==> config.mk <==
export PLATFORM = sky130hd
export DESIGN_NAME = heading_and_turn_rate_pid_top
export DESIGN_NICKNAME = d
export VERILOG_FILES = /design/src/hw/rtl/hatp_pkg.sv /design/src/hw/rtl/hatp_mul.sv /design/src/hw/rtl/heading_and_turn_rate_pid_top.sv
export SDC_FILE = /design/constraint.sdc
export NUM_CORES = 2
export LEC_CHECK = 0
export ABC_AREA = 1
export BUFFER_PORTS_ARGS = -buffer_cell sky130_fd_sc_hd__clkbuf_2
export CORE_ASPECT_RATIO = 1.4
export CORE_MARGIN = 1
export CORE_UTILIZATION = 25
export CTS_BUF_LIST = sky130_fd_sc_hd__clkbuf_4
export CTS_CLUSTER_SIZE = 25
export DETAILED_ROUTE_END_ITERATION = 8
export MAX_ROUTING_LAYER = met4
export REMOVE_ABC_BUFFERS = 1
export SYNTH_ARGS = -nofsm -noshare
export SYNTH_HDL_FRONTEND = slang
export SYNTH_SLANG_ARGS = --single-unit
==> constraint.sdc <==
create_clock -name clk -period 5.6 [get_ports clk]
set_input_delay 0.28 -clock clk [delete_from_list [all_inputs] [get_ports clk]]
set_output_delay 0.28 -clock clk [all_outputs]
set_load 0.05 [all_outputs]
==> src/hw/rtl/hatp_pkg.sv <==
// ----------------------------------------------------------------------------
// hatp_pkg: shared constants for the heading / turn rate pid controller
// operation codes, register indexes and fixed point limits
// ----------------------------------------------------------------------------
package hatp_pkg;

    // operation codes carried in tuser
    localparam logic [1:0] OP_SET_GOAL = 2'd0;
    localparam logic [1:0] OP_STEP     = 2'd1;
    localparam logic [1:0] OP_CLEAR    = 2'd2;

    // configuration register indexes
    localparam logic [2:0] REG_GAIN_P      = 3'd0;
    localparam logic [2:0] REG_GAIN_I      = 3'd1;
    localparam logic [2:0] REG_GAIN_D      = 3'd2;
    localparam logic [2:0] REG_STEP_PERIOD = 3'd3;
    localparam logic [2:0] REG_STEP_RATE   = 3'd4;
    localparam logic [2:0] REG_HOLD_MS     = 3'd5;

    localparam int MUL_W  = 64;  // product accumulator width
    localparam int MPL_W  = 24;  // multiplier width, one bit per cycle

    // pi and 2 pi in q.12
    localparam logic signed [17:0] PI_Q     = 18'sd12868;
    localparam logic signed [17:0] TWO_PI_Q = 18'sd25736;

    // integral clear threshold, 10 in q.20
    localparam logic signed [27:0] INT_LIMIT = 28'sd10485760;

    localparam logic signed [39:0] TURN_MAX = 40'sd8388607;
    localparam logic signed [39:0] TURN_MIN = -40'sd8388608;

    // round half up, then drop eight fraction bits
    function automatic logic signed [MUL_W-1:0] round8(input logic signed [MUL_W-1:0] x);
        logic signed [MUL_W-1:0] t;
        begin
            t = x + 64'sd128;
            return t >>> 8;
        end
    endfunction

endpackage

==> src/hw/rtl/hatp_mul.sv <==
// ----------------------------------------------------------------------------
// hatp_mul: bit-serial multiplier
// signed multiplicand times unsigned multiplier, one multiplier bit a cycle
// ----------------------------------------------------------------------------
module hatp_mul
    import hatp_pkg::*;
(
    input  logic                    clk,
    input  logic                    rst_n,
    input  logic                    start,
    input  logic signed [MUL_W-1:0] mcand,
    input  logic [MPL_W-1:0]        mplier,
    output logic                    done,
    output logic signed [MUL_W-1:0] prod
);

    logic signed [MUL_W-1:0] a_reg, a_next;
    logic signed [MUL_W-1:0] p_reg, p_next;
    logic [MPL_W-1:0]        b_reg, b_next;
    logic [4:0]              cnt_reg, cnt_next;
    logic                    busy_reg, busy_next;
    logic                    done_reg, done_next;

    always_comb
    begin
        a_next    = a_reg;
        b_next    = b_reg;
        p_next    = p_reg;
        cnt_next  = cnt_reg;
        busy_next = busy_reg;
        done_next = 1'b0;
        if (start)
        begin
            a_next    = mcand;
            b_next    = mplier;
            p_next    = '0;
            cnt_next  = '0;
            busy_next = 1'b1;
        end
        else if (busy_reg)
        begin
            if (b_reg[0])
                p_next = p_reg + a_reg;
            a_next   = a_reg <<< 1;
            b_next   = b_reg >> 1;
            cnt_next = cnt_reg + 5'd1;
            if (cnt_reg == 5'(MPL_W - 1))
            begin
                busy_next = 1'b0;
                done_next = 1'b1;
            end
        end
    end

    always_ff @(posedge clk or negedge rst_n)
    begin
        if (!rst_n)
        begin
            busy_reg <= 1'b0;
            done_reg <= 1'b0;
            cnt_reg  <= '0;
        end
        else
        begin
            busy_reg <= busy_next;
            done_reg <= done_next;
            cnt_reg  <= cnt_next;
        end
    end

    always_ff @(posedge clk)
    begin
        a_reg <= a_next;
        b_reg <= b_next;
        p_reg <= p_next;
    end

    assign done = done_reg;
    assign prod = p_reg;

endmodule

==> src/hw/rtl/heading_and_turn_rate_pid_top.sv <==
// ----------------------------------------------------------------------------
// heading_and_turn_rate_pid_top: pid steering controller, turn rate or heading
// control step: five serial multiplies, each a load, one step per multiplier bit
//   and done; then saturate and output
//   a step inside the hold window goes straight to output
// throughput: one item at a time, next word taken only once the sequencer is back
//   in idle; set goal and clear words taken every cycle while idle
// reset: all controller state zero, gains and timing at default values
// ----------------------------------------------------------------------------
module heading_and_turn_rate_pid_top
    import hatp_pkg::*;
(
    input  logic        clk,
    input  logic        rst_n,
    // input words
    input  logic        s_axis_tvalid,
    output logic        s_axis_tready,
    input  logic [95:0] s_axis_tdata,  // goal_rate, meas_rate, meas_heading, speed_in, now_ms
    input  logic [1:0]  s_axis_tuser,  // op
    // result words
    output logic        m_axis_tvalid,
    input  logic        m_axis_tready,
    output logic [39:0] m_axis_tdata,  // speed_out, turn_out
    // register writes
    input  logic        cfg_valid,
    output logic        cfg_ready,
    input  logic [2:0]  cfg_index,
    input  logic [23:0] cfg_data
);

    // sequencer states
    localparam logic [2:0] ST_IDLE = 3'd0;
    localparam logic [2:0] ST_LOAD = 3'd1;
    localparam logic [2:0] ST_WAIT = 3'd2;
    localparam logic [2:0] ST_SAT  = 3'd3;
    localparam logic [2:0] ST_OUT  = 3'd4;

    // configuration registers
    logic [23:0] gain_p_reg, gain_i_reg, gain_d_reg, step_rate_reg;
    logic [15:0] step_period_reg, hold_ms_reg;

    // controller state
    logic signed [15:0] goal_reg;
    logic               was_turning_reg;
    logic               hold_active_reg;
    logic [31:0]        hold_start_reg;
    logic signed [14:0] target_reg;
    logic signed [27:0] integ_reg;
    logic signed [15:0] prev_reg;

    // working registers of one step
    logic [2:0]         state_reg;
    logic [2:0]         ph_reg;
    logic signed [16:0] e_reg;
    logic signed [17:0] de_reg;
    logic signed [27:0] ei_reg;
    logic signed [33:0] ed_reg;
    logic signed [63:0] acc_reg;
    logic signed [23:0] turn_reg;
    logic signed [15:0] speed_reg;

    // output register
    logic        out_valid_reg;
    logic [39:0] out_data_reg;

    // input fields
    logic [1:0]         op;
    logic signed [15:0] goal_rate, meas_rate, speed_in;
    logic signed [14:0] meas_heading;
    logic [31:0]        now_ms;

    assign goal_rate    = s_axis_tdata[15:0];
    assign meas_rate    = s_axis_tdata[31:16];
    assign meas_heading = s_axis_tdata[46:32];
    assign speed_in     = s_axis_tdata[62:47];
    assign now_ms       = s_axis_tdata[94:63];
    assign op           = s_axis_tuser;

    logic in_acc;
    assign s_axis_tready = (state_reg == ST_IDLE);
    assign in_acc        = s_axis_tvalid && s_axis_tready;
    assign cfg_ready     = 1'b1;

    // heading error, wrapped into (-pi, pi]
    logic signed [14:0] th_eff;
    logic signed [17:0] hdiff, wx, wr;
    logic signed [16:0] head_err;
    logic               in_hold;
    logic [31:0]        held_ms;

    assign th_eff  = hold_active_reg ? meas_heading : target_reg;
    assign hdiff   = 18'(th_eff) - 18'(meas_heading);
    assign wx      = PI_Q - hdiff;
    assign held_ms = now_ms - hold_start_reg;
    assign in_hold = hold_active_reg && (held_ms <= {16'd0, hold_ms_reg});

    always_comb
    begin
        if (wx < 0)
            wr = wx + TWO_PI_Q;
        else if (wx >= TWO_PI_Q)
            wr = wx - TWO_PI_Q;
        else
            wr = wx;
    end
    assign head_err = 17'(PI_Q - wr);

    // shared serial multiplier, operands chosen by phase
    logic               mul_start;
    logic signed [63:0] mul_a, mul_p, mul_r;
    logic [23:0]        mul_b;
    logic               mul_done;

    assign mul_start = (state_reg == ST_LOAD);
    assign mul_r     = round8(mul_p);

    always_comb
    begin
        case (ph_reg)
            3'd0:
            begin
                mul_a = 64'(e_reg);
                mul_b = {8'd0, step_period_reg};
            end
            3'd1:
            begin
                mul_a = 64'(de_reg);
                mul_b = step_rate_reg;
            end
            3'd2:
            begin
                mul_a = 64'(e_reg);
                mul_b = gain_p_reg;
            end
            3'd3:
            begin
                mul_a = 64'(ed_reg);
                mul_b = gain_d_reg;
            end
            default:
            begin
                mul_a = 64'(ei_reg);
                mul_b = gain_i_reg;
            end
        endcase
    end

    hatp_mul u_mul (
        .clk    (clk),
        .rst_n  (rst_n),
        .start  (mul_start),
        .mcand  (mul_a),
        .mplier (mul_b),
        .done   (mul_done),
        .prod   (mul_p)
    );

    // final rounding, saturation compares the full width
    logic signed [63:0] w_full;
    assign w_full = (acc_reg + 64'sd32768) >>> 16;

    always_ff @(posedge clk or negedge rst_n)
    begin
        if (!rst_n)
        begin
            gain_p_reg      <= 24'd524288;
            gain_i_reg      <= 24'd655;
            gain_d_reg      <= 24'd655;
            step_period_reg <= 16'd1311;
            step_rate_reg   <= 24'd12800;
            hold_ms_reg     <= 16'd120;
            goal_reg        <= '0;
            was_turning_reg <= 1'b0;
            hold_active_reg <= 1'b0;
            hold_start_reg  <= '0;
            target_reg      <= '0;
            integ_reg       <= '0;
            prev_reg        <= '0;
            state_reg       <= ST_IDLE;
            ph_reg          <= '0;
            out_valid_reg   <= 1'b0;
        end
        else
        begin
            if (cfg_valid)
            begin
                case (cfg_index)
                    REG_GAIN_P:      gain_p_reg      <= cfg_data;
                    REG_GAIN_I:      gain_i_reg      <= cfg_data;
                    REG_GAIN_D:      gain_d_reg      <= cfg_data;
                    REG_STEP_PERIOD: step_period_reg <= cfg_data[15:0];
                    REG_STEP_RATE:   step_rate_reg   <= cfg_data;
                    REG_HOLD_MS:     hold_ms_reg     <= cfg_data[15:0];
                    default: ;
                endcase
            end

            // result word launched from the output state, dropped once taken
            if (state_reg == ST_OUT && (!out_valid_reg || m_axis_tready))
                out_valid_reg <= 1'b1;
            else if (out_valid_reg && m_axis_tready)
                out_valid_reg <= 1'b0;

            case (state_reg)
                ST_IDLE:
                begin
                    if (in_acc)
                    begin
                        case (op)
                            OP_SET_GOAL:
                            begin
                                if (goal_rate == 0 && was_turning_reg)
                                begin
                                    hold_active_reg <= 1'b1;
                                    hold_start_reg  <= now_ms;
                                end
                                was_turning_reg <= (goal_rate != 0);
                                goal_reg        <= goal_rate;
                                if (goal_rate == 0)
                                begin
                                    integ_reg <= '0;
                                    prev_reg  <= '0;
                                end
                            end
                            OP_CLEAR:
                            begin
                                integ_reg       <= '0;
                                prev_reg        <= '0;
                                target_reg      <= '0;
                                was_turning_reg <= 1'b0;
                            end
                            OP_STEP:
                            begin
                                ph_reg <= '0;
                                if (goal_reg != 0)
                                begin
                                    // turn rate tracking, previous error kept
                                    e_reg     <= 17'(goal_reg) - 17'(meas_rate);
                                    de_reg    <= 18'(goal_reg) - 18'(meas_rate)
                                                 - 18'(prev_reg);
                                    state_reg <= ST_LOAD;
                                end
                                else if (in_hold)
                                begin
                                    // zero turn inside the hold window
                                    integ_reg <= '0;
                                    turn_reg  <= '0;
                                    state_reg <= ST_OUT;
                                end
                                else
                                begin
                                    // heading hold, latch heading once after the window
                                    hold_active_reg <= 1'b0;
                                    target_reg      <= th_eff;
                                    e_reg           <= head_err;
                                    de_reg          <= 18'(head_err) - 18'(prev_reg);
                                    prev_reg        <= head_err[15:0];
                                    state_reg       <= ST_LOAD;
                                end
                            end
                            default: ;
                        endcase
                    end
                end
                ST_LOAD:
                    state_reg <= ST_WAIT;
                ST_WAIT:
                begin
                    if (mul_done)
                    begin
                        case (ph_reg)
                            3'd0: ei_reg  <= integ_reg + mul_r[27:0];
                            3'd1: ed_reg  <= mul_r[33:0];
                            3'd2: acc_reg <= mul_p;
                            3'd3: acc_reg <= acc_reg + mul_p;
                            default: acc_reg <= acc_reg + mul_r;
                        endcase
                        ph_reg    <= ph_reg + 3'd1;
                        state_reg <= (ph_reg == 3'd4) ? ST_SAT : ST_LOAD;
                    end
                end
                ST_SAT:
                begin
                    if (w_full > TURN_MAX)
                        turn_reg <= 24'sh7FFFFF;
                    else if (w_full < TURN_MIN)
                        turn_reg <= 24'sh800000;
                    else
                        turn_reg <= w_full[23:0];
                    // integral clears once its magnitude passes the limit
                    if (ei_reg > INT_LIMIT || ei_reg < -INT_LIMIT)
                        integ_reg <= '0;
                    else
                        integ_reg <= ei_reg;
                    state_reg <= ST_OUT;
                end
                ST_OUT:
                begin
                    if (!out_valid_reg || m_axis_tready)
                        state_reg <= ST_IDLE;
                end
                default:
                    state_reg <= ST_IDLE;
            endcase
        end
    end

    // payload side of the step
    always_ff @(posedge clk)
    begin
        if (in_acc && op == OP_STEP)
            speed_reg <= speed_in;
        if (state_reg == ST_OUT && (!out_valid_reg || m_axis_tready))
            out_data_reg <= {turn_reg, speed_reg};
    end

    assign m_axis_tvalid = out_valid_reg;
    assign m_axis_tdata  = out_data_reg;

    // checks
    a_mul_done_in_wait: assert property (@(posedge clk) disable iff (!rst_n)
        mul_done |-> state_reg == ST_WAIT)
        else $error("multiplier finished outside wait state");

    a_other_ops_no_work: assert property (@(posedge clk) disable iff (!rst_n)
        (in_acc && op != OP_STEP) |=> state_reg == ST_IDLE)
        else $error("non-step word started work");

    a_integ_bounded: assert property (@(posedge clk) disable iff (!rst_n)
        integ_reg <= INT_LIMIT && integ_reg >= -INT_LIMIT)
        else $error("integral beyond limit");

    a_out_after_out_state: assert property (@(posedge clk) disable iff (!rst_n)
        $rose(out_valid_reg) |-> $past(state_reg) == ST_OUT)
        else $error("result word without output state");

endmodule
==> impl_metrics.yaml <==
timing:
  fmax_ghz: 0.183
  hold_ws_ns: 0.137
  setup_viol: 0
  finalHoldViolations: 0
  fin_ws_ns: 0.125
  relSlewSlack_pct: 30.5
  tightest_slew_ns: 1.04
  rsz0062_at_grt: "true"
  maxSlewViolCount: 0
  period_share_pct: 97.8
  post-route-min-period_ns: 5.48
  skew_ns: 0.113
status:
  outcome: "completed"
power:
  finalPower_uw: 42500
  ir_drop_mv: 0.670
  leakagePower_uw: 0.0269
  p_per_area_mw_per_mm2: 725
floorplanning:
  core_mm2: 0.184
  die_h_um: 511
  start_util_pct: 25.2
  die_area_mm2: 0.187
  io_pins: 173
  dieWidth_um: 366
  rows: 186
routing:
  drt_wl_total_mm: 159
  postRouteAntennaNets: 0
  num_vias: 45200
  drc: 0
  detail_route.wl_per_cell_um: 16.6
  first_pass_iters: 6
  first_iter_violations: 2906
  drt-vias-per-instance: 4.73
placed_design:
  globalplace.congestion: 0.996
  io_buffers: 170
  dpl.hpwl_mm: 123
  pre_cts_ws_ns: -0.287
  place_area_mm2: 0.0522
clock_tree:
  clock_sinks: 644
  cts_buffer_depth: 3
  root_buffer: "clkbuf_4"
  clk_pin_slew_ns: 0.06
  insertion_delay_ns: 1.24
  cts_tree: "built"
  h-tree-depth: 4
  cts_buffers: 179
worst_setup_path:
  crit_required_ns: 6.55
  worstPathArrival_ns: 6.42
  crit_family: "simple AND/OR/NAND/NOR gates"
  setup.worst_path.start_class: "flop"
  cpPeakStageDelay_ns: 0.47
  crit_path_end_kind: "flop"
  worst-path-max-fanout: 8
  cp.buffers_inverters: 9
  cpMaxStageDelayCell: "dfrtp_2"
  criticalPathCategory: "reg -> reg"
logic_synthesis:
  yosysWarningCount: 0
  ys_ff_latch: 644
  synth.distinct_cells: 80
  netlist_area_mm2: 0.0463
  seq_area_frac_synth_pct: 37.8
  synthArstFlopShare_pct: 39.0
  synth_edf_count: 329
  syn_inst: 6116
  ys_dominant_reg_cell: "edfxtp_1"
  synth.avg_cell_area_um2: 7.56
cells_and_area:
  fin_nets: 7408
  fillerInstances: 19500
  drive_gt1_share_pct: 16.7
  syn2layout_area_growth_pct: 26.8
  finish.utilization_pct: 31.9
  fin_area_mm2: 0.0586
grt:
  grt_pass1_wl_mm: 246
  grt_pass1_vias: 45700
  grt.overflow.total: 0
  grt_max_degree: 143
  grt_use_total_pct: 17.2
  antenna_found_initial: 15
min_path:
  hold_class: "in -> reg"
flow_run:
  drv_cap: 0
[cell type report]
class | count | area [um2] | area share, %
repair buffers | 814 | 6530 | 11.1
diodes | 19 | 47.5 | 0.0811
multi-input cells | 4475 | 25900 | 44.2
clock buffers | 272 | 2040 | 3.48
clock inverters | 59 | 394 | 0.672
flip-flops and latches | 644 | 17500 | 29.8
inverters | 845 | 3180 | 5.42
well taps | 2444 | 3060 | 5.21
[worst paths after layout]
check / start / endpoint / slack (ns) / cells past startpoint
worst max-delay path: hold_active_reg / de_reg[15] / 0.12 / 35
worst min-delay path: s_axis_tdata[16] / e_reg[0] / 0.14 / 4
worst max register to register: hold_active_reg / de_reg[15] / 0.12 / 35
worst min register to register: speed_reg[2] / m_axis_tdata[2] / 0.41 / 0
max in group asynchronous: rst_n / hold_ms_reg[1] / 4.41 / 4
min in group asynchronous: rst_n / hold_start_reg[3] / 0.22 / 4
[power breakdown]
group	leakage, uW	switching, uW	internal (uW)
Sequential	0.00671	975	6720
Combinational	0.0187	17800	12400
Clock	0.00145	2290	2290
Total	0.0269	21100	21400
[timing repair]
action | in CTS | in global routing
pin swaps | 3 | 67
hold buffers | 292 | 0
endpoints found under the hold margin | 567 | 0
resized for setup | 16 | 194
buffers inserted | 3 | 15
endpoints found under the setup margin | 6 | 26
[cells in the final DEF (no fill, tap or decap), types with 28 or more instances in the layout]
| cell type | Yosys | routed |
|---|---|---|
| a21oi_1 | 477 | 462 |
| a31oi_1 | 64 | 61 |
| buf_4 | 3 | 341 |
| clkbuf_2 | 0 | 169 |
| clkbuf_4 | 0 | 272 |
| clkinv_1 | 7 | 35 |
| dfrtp_1 | 224 | 223 |
| dfxtp_1 | 64 | 63 |
| dlygate4sd3_1 | 0 | 290 |
| edfxtp_1 | 329 | 329 |
| ha_1 | 296 | 270 |
| inv_1 | 826 | 820 |
| nand2_1 | 1524 | 1472 |
| nand2_2 | 31 | 74 |
| nand3_1 | 237 | 223 |
| nand4_1 | 90 | 90 |
| nor2_1 | 453 | 433 |
| nor2_2 | 16 | 29 |
| nor3_1 | 99 | 86 |
| nor4_1 | 44 | 43 |
| o211ai_1 | 61 | 61 |
| o21a_1 | 28 | 28 |
| o21ai_0 | 466 | 451 |
| o21ai_1 | 22 | 30 |
| xnor2_1 | 66 | 66 |
| xor2_1 | 178 | 177 |
[stage by stage]
step / cells / TNS, ns
after detailed placement: 8912 / -0.552
final: 9572 / 0
after floorplan: 5964 / -192.85
after global routing: 9570 / -0.790
after global placement: 8912 / -0.418
after CTS: 9538 / 0
[synth_stat cells (15+ instances only)]
library cell  number  area [um2]
o21a_1            28         210
dfstp_2           27         709
dfxtp_1           64        1280
edfxtp_1         329        9880
nand4_1           90         563
nand3b_1          19         143
nor4_1            44         275
o21ai_0          466        2330
o211ai_1          61         458
a211oi_1          23         173
a21oi_1          477        2390
nand2_1         1524        5720
xnor2_1           66         578
or2_2             24         150
inv_1            826        3100
a21o_1            17         128
clkbuf_1         127         477
nor2_1           453        1700
nor2_2            16         100
nand3_1          237        1190
o21bai_1          21         158
nor3_1            99         495
nand3_2           15         150
a31oi_1           64         400
xor2_1           178        1560
fa_1              23         460
nand2_2           31         194
o21ai_1           22         110
o21ai_2           18         158
a22oi_1           15         113
ha_1             296        3700
dfrtp_1          224        5610
[worst reg2reg max path: cells and delay by family, from the launching register on]
family,cells,cell delay [ns]
buffers and inverters,9,1.09
flip-flops,1,0.47
AND/OR/NAND/NOR,19,2.02
adder cells (fa/ha/maj),3,0.91
AO/OA/AOI/OAI,4,0.71
[cell families (layout without fill, tap and decap cells)]
logic type	after synthesis	count (layout)	share of synthesized area, %
compound gates	1301	1301	16.0
xor+xnor	246	246	4.72
fa+ha+maj	319	319	9.00
buf+inv	997	1990	8.26
flops	644	644	37.8
mux	10	10	0.219
other cells	1	20	0.00811
simple gates	2598	2598	24.1
[metal layers]
layer | GRT usage (%) | share of wire, %
met4 | 8.53 | 4.8
met2 | 30.5 | 51
met3 | 2.38 | 4.4
met1 | 18.5 | 39
met5 | - | 0
Note: power is estimated with default switching activity, not from simulation.
